`src/hdl/pft_pkg.sv`:
```
// ---------------------------------------------------------------------------
// pft_pkg: shared types and constants of the PNG flow packet tracker
// Field widths, codes, match patterns and the flow entry type.
// ---------------------------------------------------------------------------
package pft_pkg;

   localparam int FLOW_ENTRIES    = 8;
   localparam int MAX_FRAME_BYTES = 65536;
   localparam int FLOW_IDX_W      = (FLOW_ENTRIES > 1) ? $clog2(FLOW_ENTRIES) : 1;
   localparam int FLOW_CNT_W      = $clog2(FLOW_ENTRIES + 1);
   localparam int POS_W           = $clog2(MAX_FRAME_BYTES + 1);

   localparam logic [15:0] ETH_BYTES = 16'd14;
   localparam logic [6:0]  MIN_HDR   = 7'd20;

   localparam logic [15:0] SEQ_STEP_RESET    = 16'd1448;
   localparam logic [15:0] MIN_PAYLOAD_RESET = 16'd32;

   localparam logic [3:0] SIG_LEN    = 4'd8;
   localparam logic [3:0] SIG_FAILED = 4'd15;
   localparam logic [2:0] HTTP_LEN   = 3'd6;

   typedef enum logic [0:0] {
      CSR_SEQ_STEP    = 1'b0,
      CSR_MIN_PAYLOAD = 1'b1
   } csr_index_type;

   typedef enum logic [2:0] {
      ST_BAD_IP    = 3'd0,
      ST_BAD_TCP   = 3'd1,
      ST_TOO_SMALL = 3'd2,
      ST_UNTRACKED = 3'd3,
      ST_SEQ_MISS  = 3'd4,
      ST_WRITE     = 3'd5
   } status_type;

   typedef struct packed {
      logic [31:0] ack;
      logic [31:0] next_seq;
      logic [31:0] id;
   } flow_entry_type;

   // per-frame command given to every cell of the table at frame end
   typedef struct packed {
      logic        open;        // append a new entry at the tail
      logic        adv;         // advance next_seq of the hit entry
      logic        del;         // remove the hit entry
      flow_entry_type new_entry;
      logic [15:0] step;
   } flow_cmd_type;

   typedef struct packed {
      logic [7:0] data_byte;
      logic       last_byte;
   } req_word_type;

   typedef struct packed {
      logic [2:0]  status;
      logic        sig_rejected;
      logic        flow_started;
      logic        table_full;
      logic        flow_ended;
      logic [31:0] file_id;
      logic [15:0] write_offset;
      logic [15:0] write_length;
   } rsp_word_type;

   function automatic logic [7:0] sig_byte(input logic [2:0] i);
      logic [7:0] r;
      case (i)
         3'd0:    r = 8'h89;
         3'd1:    r = 8'h50;
         3'd2:    r = 8'h4e;
         3'd3:    r = 8'h47;
         3'd4:    r = 8'h0d;
         3'd5:    r = 8'h0a;
         3'd6:    r = 8'h1a;
         default: r = 8'h0a;
      endcase
      return r;
   endfunction

   function automatic logic [7:0] http_byte(input logic [2:0] i);
      logic [7:0] r;
      case (i)
         3'd0:    r = 8'h48;
         3'd1:    r = 8'h54;
         3'd2:    r = 8'h54;
         3'd3:    r = 8'h50;
         3'd4:    r = 8'h2f;
         default: r = 8'h31;
      endcase
      return r;
   endfunction

   function automatic logic [7:0] iend_byte(input logic [1:0] i);
      logic [7:0] r;
      case (i)
         2'd0:    r = 8'h49;
         2'd1:    r = 8'h45;
         2'd2:    r = 8'h4e;
         default: r = 8'h44;
      endcase
      return r;
   endfunction

endpackage

```
`src/hdl/pft_stream_if.sv`:
```
// ---------------------------------------------------------------------------
// pft_stream_if: valid/ready channel
// Carries one word of a generic payload type per accepted handshake.
// ---------------------------------------------------------------------------
interface pft_stream_if #(parameter type word_type = logic) ();
   logic     valid;
   logic     ready;
   word_type data;

   modport source (output valid, output data, input ready);
   modport sink   (input valid, input data, output ready);
endinterface

```
`src/hdl/pft_parser.sv`:
```
// ---------------------------------------------------------------------------
// pft_parser: per-byte frame parser
// Extracts header fields and runs the PNG, HTTP and IEND matchers; hands a
// frame summary up on the last word.
// ---------------------------------------------------------------------------
module pft_parser (
   input  logic        clock,
   input  logic        reset,
   input  logic        take,
   input  logic [7:0]  data_byte,
   input  logic        last_byte,
   output logic [16:0] len,
   output logic [5:0]  ip_len,
   output logic [5:0]  tcp_len,
   output logic [31:0] seq,
   output logic [31:0] ack,
   output logic        png_found,
   output logic [15:0] png_pos,
   output logic        sig_ok,
   output logic        http_ok,
   output logic        iend_tail
);
   import pft_pkg::*;

   logic [16:0] pos_ff, pos_in;
   logic [5:0]  ip_ff, ip_in, tcp_ff, tcp_in;
   logic [31:0] seq_ff, seq_in, ack_ff, ack_in;
   logic        png_ff, png_in;
   logic [15:0] png_pos_ff, png_pos_in;
   logic [3:0]  sig_ff, sig_in;
   logic [2:0]  http_ff, http_in;
   logic [1:0]  iend_ff, iend_in;
   logic        iendf_ff, iendf_in;
   logic [16:0] iendp_ff, iendp_in;

   logic        room;
   logic [16:0] p, t, rel;

   always_comb begin
      room = pos_ff < 17'(MAX_FRAME_BYTES);
      p    = pos_ff;
      t    = 17'(ETH_BYTES) + 17'(ip_ff);
      rel  = p - t;
      pos_in = pos_ff; ip_in = ip_ff; tcp_in = tcp_ff; seq_in = seq_ff; ack_in = ack_ff;
      png_in = png_ff; png_pos_in = png_pos_ff; sig_in = sig_ff; http_in = http_ff;
      iend_in = iend_ff; iendf_in = iendf_ff; iendp_in = iendp_ff;
      if (room) begin
         pos_in = pos_ff + 17'd1;
         if (p == 17'(ETH_BYTES)) ip_in = {data_byte[3:0], 2'b00};
         if (p > 17'(ETH_BYTES)) begin
            if (p >= t + 17'd4 && p < t + 17'd8) seq_in = {seq_ff[23:0], data_byte};
            if (p >= t + 17'd8 && p < t + 17'd12) begin
               case (rel[1:0])
                  2'd0:    ack_in[7:0]   = ack_ff[7:0]   | data_byte;
                  2'd1:    ack_in[15:8]  = ack_ff[15:8]  | data_byte;
                  2'd2:    ack_in[23:16] = ack_ff[23:16] | data_byte;
                  default: ack_in[31:24] = ack_ff[31:24] | data_byte;
               endcase
            end
            if (p == t + 17'd12) tcp_in = {data_byte[7:4], 2'b00};
            if (p > t + 17'd12 && p >= t + 17'(tcp_ff)) begin
               if (!png_ff) begin
                  if (data_byte == 8'h89) begin
                     png_in = 1'b1; png_pos_in = p[15:0]; sig_in = 4'd1;
                  end
               end else if (sig_ff >= 4'd1 && sig_ff < SIG_LEN) begin
                  sig_in = (data_byte == sig_byte(sig_ff[2:0])) ? sig_ff + 4'd1 : SIG_FAILED;
               end
               if (http_ff < HTTP_LEN) begin
                  if (data_byte == http_byte(http_ff)) http_in = http_ff + 3'd1;
                  else http_in = (data_byte == http_byte(3'd0)) ? 3'd1 : 3'd0;
               end
            end
         end
         if (data_byte == iend_byte(iend_ff)) begin
            if (iend_ff == 2'd3) begin
               iendf_in = 1'b1; iendp_in = p; iend_in = 2'd0;
            end else iend_in = iend_ff + 2'd1;
         end else iend_in = (data_byte == iend_byte(2'd0)) ? 2'd1 : 2'd0;
      end
      // summary as seen after this word
      len       = pos_in;
      ip_len    = ip_in;
      tcp_len   = tcp_in;
      seq       = seq_in;
      ack       = ack_in;
      png_found = png_in;
      png_pos   = png_pos_in;
      sig_ok    = png_in && sig_in == SIG_LEN;
      http_ok   = http_in >= HTTP_LEN;
      iend_tail = iendf_in && (iendp_in + 17'd5 >= pos_in);
   end

   always_ff @(posedge clock) begin
      if (reset) begin
         pos_ff <= '0; ip_ff <= '0; tcp_ff <= '0; seq_ff <= '0; ack_ff <= '0;
         png_ff <= 1'b0; png_pos_ff <= '0; sig_ff <= '0; http_ff <= '0;
         iend_ff <= '0; iendf_ff <= 1'b0; iendp_ff <= '0;
      end else if (take) begin
         if (last_byte) begin
            // clear for the next frame
            pos_ff <= '0; ip_ff <= '0; tcp_ff <= '0; seq_ff <= '0; ack_ff <= '0;
            png_ff <= 1'b0; png_pos_ff <= '0; sig_ff <= '0; http_ff <= '0;
            iend_ff <= '0; iendf_ff <= 1'b0; iendp_ff <= '0;
         end else begin
            pos_ff <= pos_in; ip_ff <= ip_in; tcp_ff <= tcp_in; seq_ff <= seq_in;
            ack_ff <= ack_in; png_ff <= png_in; png_pos_ff <= png_pos_in;
            sig_ff <= sig_in; http_ff <= http_in; iend_ff <= iend_in;
            iendf_ff <= iendf_in; iendp_ff <= iendp_in;
         end
      end
   end
endmodule

```
`src/hdl/pft_flow_cell.sv`:
```
// ---------------------------------------------------------------------------
// pft_flow_cell: one slot of the flow table
// Holds one entry; compares its ack and shifts from its upper neighbor on
// delete.
// ---------------------------------------------------------------------------
module pft_flow_cell (
   input  logic                     clock,
   input  logic                     write,      // table update this cycle
   input  logic                     is_tail,    // this slot receives an append
   input  pft_pkg::flow_cmd_type    cmd,
   input  logic                     is_hit,
   input  logic                     shift,      // slot lies at or above deleted entry
   input  pft_pkg::flow_entry_type  upper,
   input  logic [31:0]              key,
   output pft_pkg::flow_entry_type  entry,
   output logic                     match
);
   import pft_pkg::*;

   flow_entry_type ent_ff, ent_in;

   // a slot just appended this frame matches through its new contents
   always_comb begin
      ent_in = ent_ff;
      if (cmd.open && is_tail) ent_in = cmd.new_entry;
      if (cmd.adv && is_hit) ent_in.next_seq = ent_in.next_seq + 32'(cmd.step);
      if (cmd.del && shift) ent_in = upper;
   end

   assign entry = (cmd.open && is_tail) ? cmd.new_entry : ent_ff;
   assign match = entry.ack == key;

   always_ff @(posedge clock) begin
      if (write) ent_ff <= ent_in;
   end
endmodule

```
`src/hdl/png_flow_packet_tracker.sv`:
```
// ---------------------------------------------------------------------------
// png_flow_packet_tracker: top level
// Byte-stream frame tracker with a chained flow table.
// ---------------------------------------------------------------------------
// Takes one frame byte per cycle with no gaps needed; the result word for the
// byte marked last is held in an output register, or while that is stalled in
// a skid stage, and input stalls only while both of them hold a word. The
// flow table is a row of FLOW_ENTRIES cells, each compared in parallel at
// frame end and shifted toward the head when an entry is removed; the first
// match in insertion order wins through a priority pick over the row.
module png_flow_packet_tracker (
   input  logic        clock,
   input  logic        reset,
   pft_stream_if.sink   req,
   pft_stream_if.source rsp,
   input  logic        csr_write,
   input  logic        csr_index,
   input  logic [15:0] csr_data
);
   import pft_pkg::*;

   logic [15:0] seq_step_ff, min_pay_ff;
   logic [31:0] fcount_ff;
   logic [FLOW_CNT_W-1:0] count_ff, count_in;

   rsp_word_type out_ff, skid_ff, res;
   logic out_v_ff, skid_v_ff;

   logic take;
   assign req.ready = !skid_v_ff;
   assign take = req.valid && req.ready;

   always_ff @(posedge clock) begin
      if (reset) begin
         seq_step_ff <= SEQ_STEP_RESET;
         min_pay_ff  <= MIN_PAYLOAD_RESET;
      end else if (csr_write) begin
         case (csr_index_type'(csr_index))
            CSR_SEQ_STEP:    seq_step_ff <= csr_data;
            CSR_MIN_PAYLOAD: min_pay_ff  <= csr_data;
            default: ;
         endcase
      end
   end

   logic [16:0] len;
   logic [5:0]  ip_len, tcp_len;
   logic [31:0] seq, ack;
   logic        png_found, sig_ok, http_ok, iend_tail;
   logic [15:0] png_pos;

   pft_parser u_parser (
      .clock, .reset, .take,
      .data_byte(req.data.data_byte), .last_byte(req.data.last_byte),
      .len, .ip_len, .tcp_len, .seq, .ack, .png_found, .png_pos,
      .sig_ok, .http_ok, .iend_tail
   );

   // frame-end decision
   logic finish;
   assign finish = take && req.data.last_byte;

   logic [17:0] pay_start, limit;
   logic        hdr_ok, want_flow, do_open;
   logic [31:0] fc_next;
   flow_cmd_type cmd;
   flow_entry_type cells [FLOW_ENTRIES];
   logic [FLOW_ENTRIES-1:0] match_v, valid_v;
   logic        found;
   logic [FLOW_IDX_W-1:0] hit_idx;
   flow_entry_type hit_e;

   always_comb begin
      cmd       = '0;
      pay_start = 18'(ETH_BYTES) + 18'(ip_len) + 18'(tcp_len);
      limit     = pay_start + 18'(min_pay_ff);
      fc_next   = fcount_ff + 32'd1;
      hdr_ok    = 7'(ip_len) >= MIN_HDR && 7'(tcp_len) >= MIN_HDR && 18'(len) > limit;
      want_flow = hdr_ok && png_found && http_ok;
      do_open   = want_flow && sig_ok && (32'(count_ff) < 32'(FLOW_ENTRIES));
      cmd.open  = do_open;
      cmd.new_entry.ack      = ack;
      cmd.new_entry.next_seq = seq;
      cmd.new_entry.id       = fc_next + ack;
      cmd.step  = seq_step_ff;
   end

   logic [FLOW_CNT_W-1:0] eff_count;
   assign eff_count = do_open ? count_ff + FLOW_CNT_W'(1) : count_ff;

   always_comb begin
      found = 1'b0; hit_idx = '0;
      for (int i = FLOW_ENTRIES - 1; i >= 0; i--) begin
         valid_v[i] = 32'(i) < 32'(eff_count);
         if (valid_v[i] && match_v[i]) begin
            found = 1'b1; hit_idx = FLOW_IDX_W'(i);
         end
      end
      hit_e = cells[hit_idx];
   end

   logic seq_hit, del;
   assign seq_hit = hdr_ok && found && seq == hit_e.next_seq;
   assign del     = seq_hit && iend_tail;

   flow_cmd_type cmd_f;
   always_comb begin
      cmd_f     = cmd;
      cmd_f.adv = seq_hit;
      cmd_f.del = del;
   end

   assign count_in = del ? eff_count - FLOW_CNT_W'(1) : eff_count;

   for (genvar g = 0; g < FLOW_ENTRIES; g++) begin : g_cell
      flow_entry_type up;
      if (g == FLOW_ENTRIES - 1) begin : g_top
         assign up = cells[g];
      end else begin : g_mid
         assign up = cells[g+1];
      end
      pft_flow_cell u_cell (
         .clock, .write(finish),
         .is_tail(FLOW_CNT_W'(g) == count_ff),
         .cmd(cmd_f),
         .is_hit(FLOW_IDX_W'(g) == hit_idx && found),
         .shift(FLOW_IDX_W'(g) >= hit_idx),
         .upper(up), .key(ack),
         .entry(cells[g]), .match(match_v[g])
      );
   end

   always_comb begin
      res = '0;
      if (7'(ip_len) < MIN_HDR) res.status = ST_BAD_IP;
      else if (7'(tcp_len) < MIN_HDR) res.status = ST_BAD_TCP;
      else if (!hdr_ok) res.status = ST_TOO_SMALL;
      else begin
         res.sig_rejected = want_flow && !sig_ok;
         res.table_full   = want_flow && sig_ok && !do_open;
         res.flow_started = do_open;
         if (!found) res.status = ST_UNTRACKED;
         else if (!seq_hit) begin
            res.status = ST_SEQ_MISS; res.file_id = hit_e.id;
         end else begin
            res.status = ST_WRITE; res.file_id = hit_e.id;
            res.write_offset = (want_flow && sig_ok) ? png_pos : pay_start[15:0];
            res.write_length = 16'(len) - res.write_offset;
            res.flow_ended   = del;
         end
      end
   end

   always_ff @(posedge clock) begin
      if (reset) begin
         fcount_ff <= 32'd1; count_ff <= '0;
      end else if (finish) begin
         fcount_ff <= fc_next; count_ff <= count_in;
      end
   end

   // output register plus skid
   always_ff @(posedge clock) begin
      if (reset) begin
         out_v_ff <= 1'b0; skid_v_ff <= 1'b0;
      end else begin
         if (!out_v_ff || rsp.ready) begin
            if (skid_v_ff) begin
               out_v_ff <= 1'b1; skid_v_ff <= 1'b0;
            end else out_v_ff <= finish;
         end else if (finish) skid_v_ff <= 1'b1;
      end
   end

   always_ff @(posedge clock) begin
      if (!out_v_ff || rsp.ready) out_ff <= skid_v_ff ? skid_ff : res;
      if (finish && out_v_ff && !rsp.ready) skid_ff <= res;
   end

   assign rsp.valid = out_v_ff;
   assign rsp.data  = out_ff;

   a_count_range: assert property (@(posedge clock) disable iff (reset)
      32'(count_ff) <= 32'(FLOW_ENTRIES)) else $error("flow count overflow");
   a_skid_only_stalled: assert property (@(posedge clock) disable iff (reset)
      skid_v_ff |-> out_v_ff) else $error("skid full with empty output");
   a_end_needs_write: assert property (@(posedge clock) disable iff (reset)
      (finish && del) |-> seq_hit) else $error("delete without sequence hit");
endmodule

```
`src/flat_wrapper.sv`:
```
// flat-port wrapper written by rule: the top's interface ports become plain ports
module png_flow_packet_tracker_flat import pft_pkg::*;
  (clock, reset, csr_write, csr_index, csr_data, req_valid, req_data, req_ready, rsp_valid, rsp_data, rsp_ready);
  pft_stream_if #(.word_type(req_word_type)) req_i ();
  pft_stream_if #(.word_type(rsp_word_type)) rsp_i ();
  input  logic clock;
  input  logic reset;
  input  logic csr_write;
  input  logic csr_index;
  input  logic [15:0] csr_data;
  input wire logic [$bits(req_i.valid)-1:0] req_valid;
  input wire logic [$bits(req_i.data)-1:0] req_data;
  output wire logic [$bits(req_i.ready)-1:0] req_ready;
  output wire logic [$bits(rsp_i.valid)-1:0] rsp_valid;
  output wire logic [$bits(rsp_i.data)-1:0] rsp_data;
  input wire logic [$bits(rsp_i.ready)-1:0] rsp_ready;
  assign req_i.valid = req_valid;
  assign req_i.data = req_data;
  assign req_ready = req_i.ready;
  assign rsp_valid = rsp_i.valid;
  assign rsp_data = rsp_i.data;
  assign rsp_i.ready = rsp_ready;
  png_flow_packet_tracker u_core (.clock(clock), .reset(reset), .req(req_i), .rsp(rsp_i), .csr_write(csr_write), .csr_index(csr_index), .csr_data(csr_data));
endmodule
```
`config.mk`:
```
export PLATFORM = sky130hd
export DESIGN_NAME = png_flow_packet_tracker_flat
export DESIGN_NICKNAME = d
export VERILOG_FILES = /design/src/hdl/pft_pkg.sv /design/src/hdl/pft_stream_if.sv /design/src/hdl/pft_parser.sv /design/src/hdl/pft_flow_cell.sv /design/src/hdl/png_flow_packet_tracker.sv /design/src/flat_wrapper.sv
export SDC_FILE = /design/constraint.sdc
export NUM_CORES = 2
export LEC_CHECK = 0
export ABC_AREA = 1
export BUFFER_PORTS_ARGS = -buffer_cell sky130_fd_sc_hd__buf_2
export CAP_MARGIN = 0
export CORE_UTILIZATION = 29
export CTS_BUF_LIST = sky130_fd_sc_hd__clkbuf_4 sky130_fd_sc_hd__clkbuf_8 sky130_fd_sc_hd__clkbuf_16
export CTS_CLUSTER_SIZE = 20
export DETAILED_ROUTE_END_ITERATION = 7
export HOLD_SLACK_MARGIN = 0.12
export PLACE_DENSITY_LB_ADDON = 0.2
export SLEW_MARGIN = 20
export SYNTH_ARGS = -nofsm -noshare
export SYNTH_HDL_FRONTEND = slang
export SYNTH_HIERARCHICAL = 1
export SYNTH_SLANG_ARGS = --single-unit
```
`constraint.sdc`:
```
create_clock -name clock -period 38.3 [get_ports clock]
set_input_delay 7.66 -clock clock [delete_from_list [all_inputs] [get_ports clock]]
set_output_delay 7.66 -clock clock [all_outputs]
set_load 0.05 [all_outputs]
```
==> results.md <==
Run status:
- The run finished with clean final reports.

STA:
- In this run the tightest slew margin relative to its limit is 0.1014.
- The maximum achievable frequency is 44.52 MHz.
- The clock period could shrink to 22.46 ns.
- Setup repair after global routing left no endpoint under its margin.
- The clock skew after layout is 0.07286 ns.
- The max-slew violation count is 0.
- Dividing the final minimum period by the clock period gives 0.5864.
- The number of endpoints with negative hold slack in the final report is 0.
- The measured slew at the worst slew-check pin is 1.334 ns.
- The aggregate negative setup slack is 0 ns.
- The total setup violations reported at the end of the flow is 0.

Critical path:
- STA puts the critical path data required time at 38.88 ns.
- The element type at the critical path start is an input pin.
- Of all nets on the critical path, the largest fanout is 167.
- The cell at the slowest stage of the critical path is sky130_fd_sc_hd__buf_4.
- The signal arrival time at the worst endpoint is 23.04 ns.
- By instance count, the cell type seen most on the critical path is sky130_fd_sc_hd__nand2_1.
- The kind of capture point of the worst setup path is a flop.
- On the worst path, the slowest cell contributes a delay of 0.83 ns.
- The critical path is of the in2reg type.

Final layout:
- The number of nets in the layout is 12901.
- Of the cells placed in the final design, the portion with a size suffix greater than 1 is 0.09055.
- Relative to the synthesized area, the layout overhead comes to 10.70%.
- Once layout is complete, the cells apart from fillers number 16767.
- The total of fill cells in the finished design is 33342.
- The core occupancy in the finished layout is 0.3238.

Floorplanning:
- The I/O pin total is 104.
- The die height is 555.5 µm.
- The area of the core is 303800 µm².
- For this configuration, the core starts out at a cell density of 0.2925.
- The floorplan has 202 rows.
- Measured along the x axis, the die boundary spans 555.5 µm.
- The area enclosed by the die boundary is 308600 µm².

Synth:
- The total nets after synthesis is 13037.
- The number of synthesis warnings is 6.
- The number of cells produced by synthesis is 12694.
- The cell area that synthesis handed to floorplanning was 88850 µm².
- The average instance area after synthesis is 7.000 µm².

Clock tree:
- Clock-pin slew was measured on the worst setup and hold paths at 0.06 ns.
- The depth of the CTS H-tree is 4.
- After clock tree synthesis, the flow added hold-fix buffers numbering 0.
- The number of buffers on the longest clock path is 4.
- The latest clock arrival within the worst-skew pair is 0.86 ns.
- In this run, post-CTS repair resized a total of 0 instances.
- The number of setup buffers added after CTS is 0.
- TritonCTS built the clock tree.
- The clock sink count is 1117.
- Counting the buffers created by CTS gives 156.
- The tree is rooted in a sky130_fd_sc_hd__clkbuf_16.

Global routing:
- The first global-routing pass estimated 542.1 mm of wire.
- For this run, the total global-route usage over all layers was measured as 0.2322.
- The initial antenna violation count is 15.
- The via count of the first global-routing pass came to 79863.
- The pin count of the biggest net entering global routing is 168.
- The aggregate global routing overflow is 0.

Worst hold path:
- The tightest min-delay check is of the reg2reg type.

Route:
- The total number of vias is 86769.
- For this block, the initial DRC count from the detailed router was 9168.
- In the routed design, unresolved DRC markers number 0.
- The number of iterations in the first detailed-routing pass is 6.
- The vias per cell is 5.175.
- After detailed routing, the total wire length is 370.4 mm.
- The antenna violation net count after detailed routing is 0.
- In the final routed layout, each cell accounts on average for 22.09 µm.

Placed design:
- After detailed placement, the design holds a cell count of 16480.
- The last weighted congestion value of the routability-driven placer is 0.9597.
- Detailed placement finished with a half-perimeter wire length of 254.0 mm.
- The count of input and output buffers is 103.

Power:
- For this design the ratio of total power to cell area is 32.35 nW/µm².
- The maximum ir drop on the vdd rail is 0.03205 mV.
- For this design the static power due to leakage is 43.64 nW.

Job:
- The max-cap violation count is 0.
==> final timing paths <==
path	depth (start not counted)	start	endpoint	slack, ns
max	65	req_data[2]	u_core/g_cell[2].u_cell/ent_ff[60]	15.84
min	2	u_core/u_parser/iendp_ff[16]	u_core/u_parser/iendp_ff[16]	0.45
max reg2reg	77	u_core/u_parser/ip_ff[1]	u_core/g_cell[2].u_cell/ent_ff[60]	19.64
min reg2reg	2	u_core/u_parser/iendp_ff[16]	u_core/u_parser/iendp_ff[16]	0.45
==> state kept, by name, indices dropped and copies added, names as in the netlist, 2 cells and up <==
| name | flops |
|---|---|
| u_core/g_cell.u_cell/ent_ff | 768 |
| u_core/rsp.data | 71 |
| u_core/skid_ff | 71 |
| u_core/fcount_ff | 32 |
| u_core/u_parser/ack_ff | 32 |
| u_core/u_parser/seq_ff | 32 |
| u_core/u_parser/iendp_ff | 17 |
| u_core/u_parser/p | 17 |
| u_core/min_pay_ff | 16 |
| u_core/seq_step_ff | 16 |
| u_core/u_parser/png_pos_ff | 16 |
| u_core/u_parser/ip_ff | 6 |
| u_core/u_parser/tcp_ff | 6 |
| u_core/count_ff | 4 |
| u_core/u_parser/sig_ff | 4 |
| u_core/u_parser/http_ff | 3 |
| u_core/u_parser/iend_ff | 2 |
==> per-stage QoR <==
step | instance area (µm²) | setup slack [ns] | hold WS [ns] | power, mW
finish | 98360 | 15.84 | 0.4547 | 3.181
global placement | 93350 | 15.34 | 0.4359 | 1.740
CTS | 98330 | 16.14 | 0.4494 | 3.209
floorplan | 88850 | 7.705 | 0.4215 | 1.664
detailed placement | 93350 | 15.30 | 0.4387 | 1.739
global route | 98340 | 14.66 | 0.4667 | 3.290
==> cell usage in the layout (no fill, tap or decap), types with 70 or more instances in the layout <==
master / instances
sky130_fd_sc_hd__nand2_1: 4066
sky130_fd_sc_hd__inv_1: 1241
sky130_fd_sc_hd__nand3_1: 1220
sky130_fd_sc_hd__nor2_1: 1217
sky130_fd_sc_hd__edfxtp_1: 910
sky130_fd_sc_hd__a21oi_1: 488
sky130_fd_sc_hd__a31oi_1: 485
sky130_fd_sc_hd__o21ai_0: 305
sky130_fd_sc_hd__ha_1: 299
sky130_fd_sc_hd__xnor2_1: 205
sky130_fd_sc_hd__dfxtp_1: 205
sky130_fd_sc_hd__xor2_1: 198
sky130_fd_sc_hd__buf_4: 193
sky130_fd_sc_hd__clkbuf_16: 162
sky130_fd_sc_hd__mux2_2: 152
sky130_fd_sc_hd__nand4_1: 138
sky130_fd_sc_hd__buf_2: 102
sky130_fd_sc_hd__nand2_2: 92
sky130_fd_sc_hd__o21ai_1: 85
sky130_fd_sc_hd__nand3b_1: 74
sky130_fd_sc_hd__o22ai_1: 73
sky130_fd_sc_hd__nor3_1: 70
==> layout make-up <==
| cell class | count | area (µm²) | area share |
|---|---|---|---|
| multi-input combinational | 9677 | 49840 | 0.5067 |
| inverter | 1308 | 4920 | 0.05002 |
| sequential | 1117 | 31480 | 0.3200 |
| clock inverter | 63 | 454.2 | 0.004618 |
| clock buffer | 215 | 4527 | 0.04602 |
| timing repair buffer | 298 | 2019 | 0.02053 |
| antenna | 9 | 22.52 | 0.0002290 |
| tap | 4080 | 5105 | 0.05190 |
==> routing by layer <==
metal / GRT usage / part of all wire / vias to the layer above
met5: 0 / 0.000035 / -
met4: 0.07546 / 0.033 / 2
met3: 0.02660 / 0.069 / 485
met2: 0.3604 / 0.43 / 3093
met1: 0.3326 / 0.46 / 41330
li1: - / - / 41859
==> where the power goes <==
group	total (mW)	switching [mW]	internal (mW)
clock	1.46	0.604	0.859
sequential	1.37	0.0127	1.35
combinational	0.353	0.255	0.0980
total	3.18	0.871	2.31
==> worst max-delay path: cells and delay by family <==
kind,cells,cell delay (ns)
AO/OA/AOI/OAI,7,1.54
XOR/XNOR,3,0.50
adder cells (fa/ha/maj),4,1.16
AND/OR/NAND/NOR,39,7.66
buffers and inverters,12,4.12
Power figures use the tool's default switching activity.
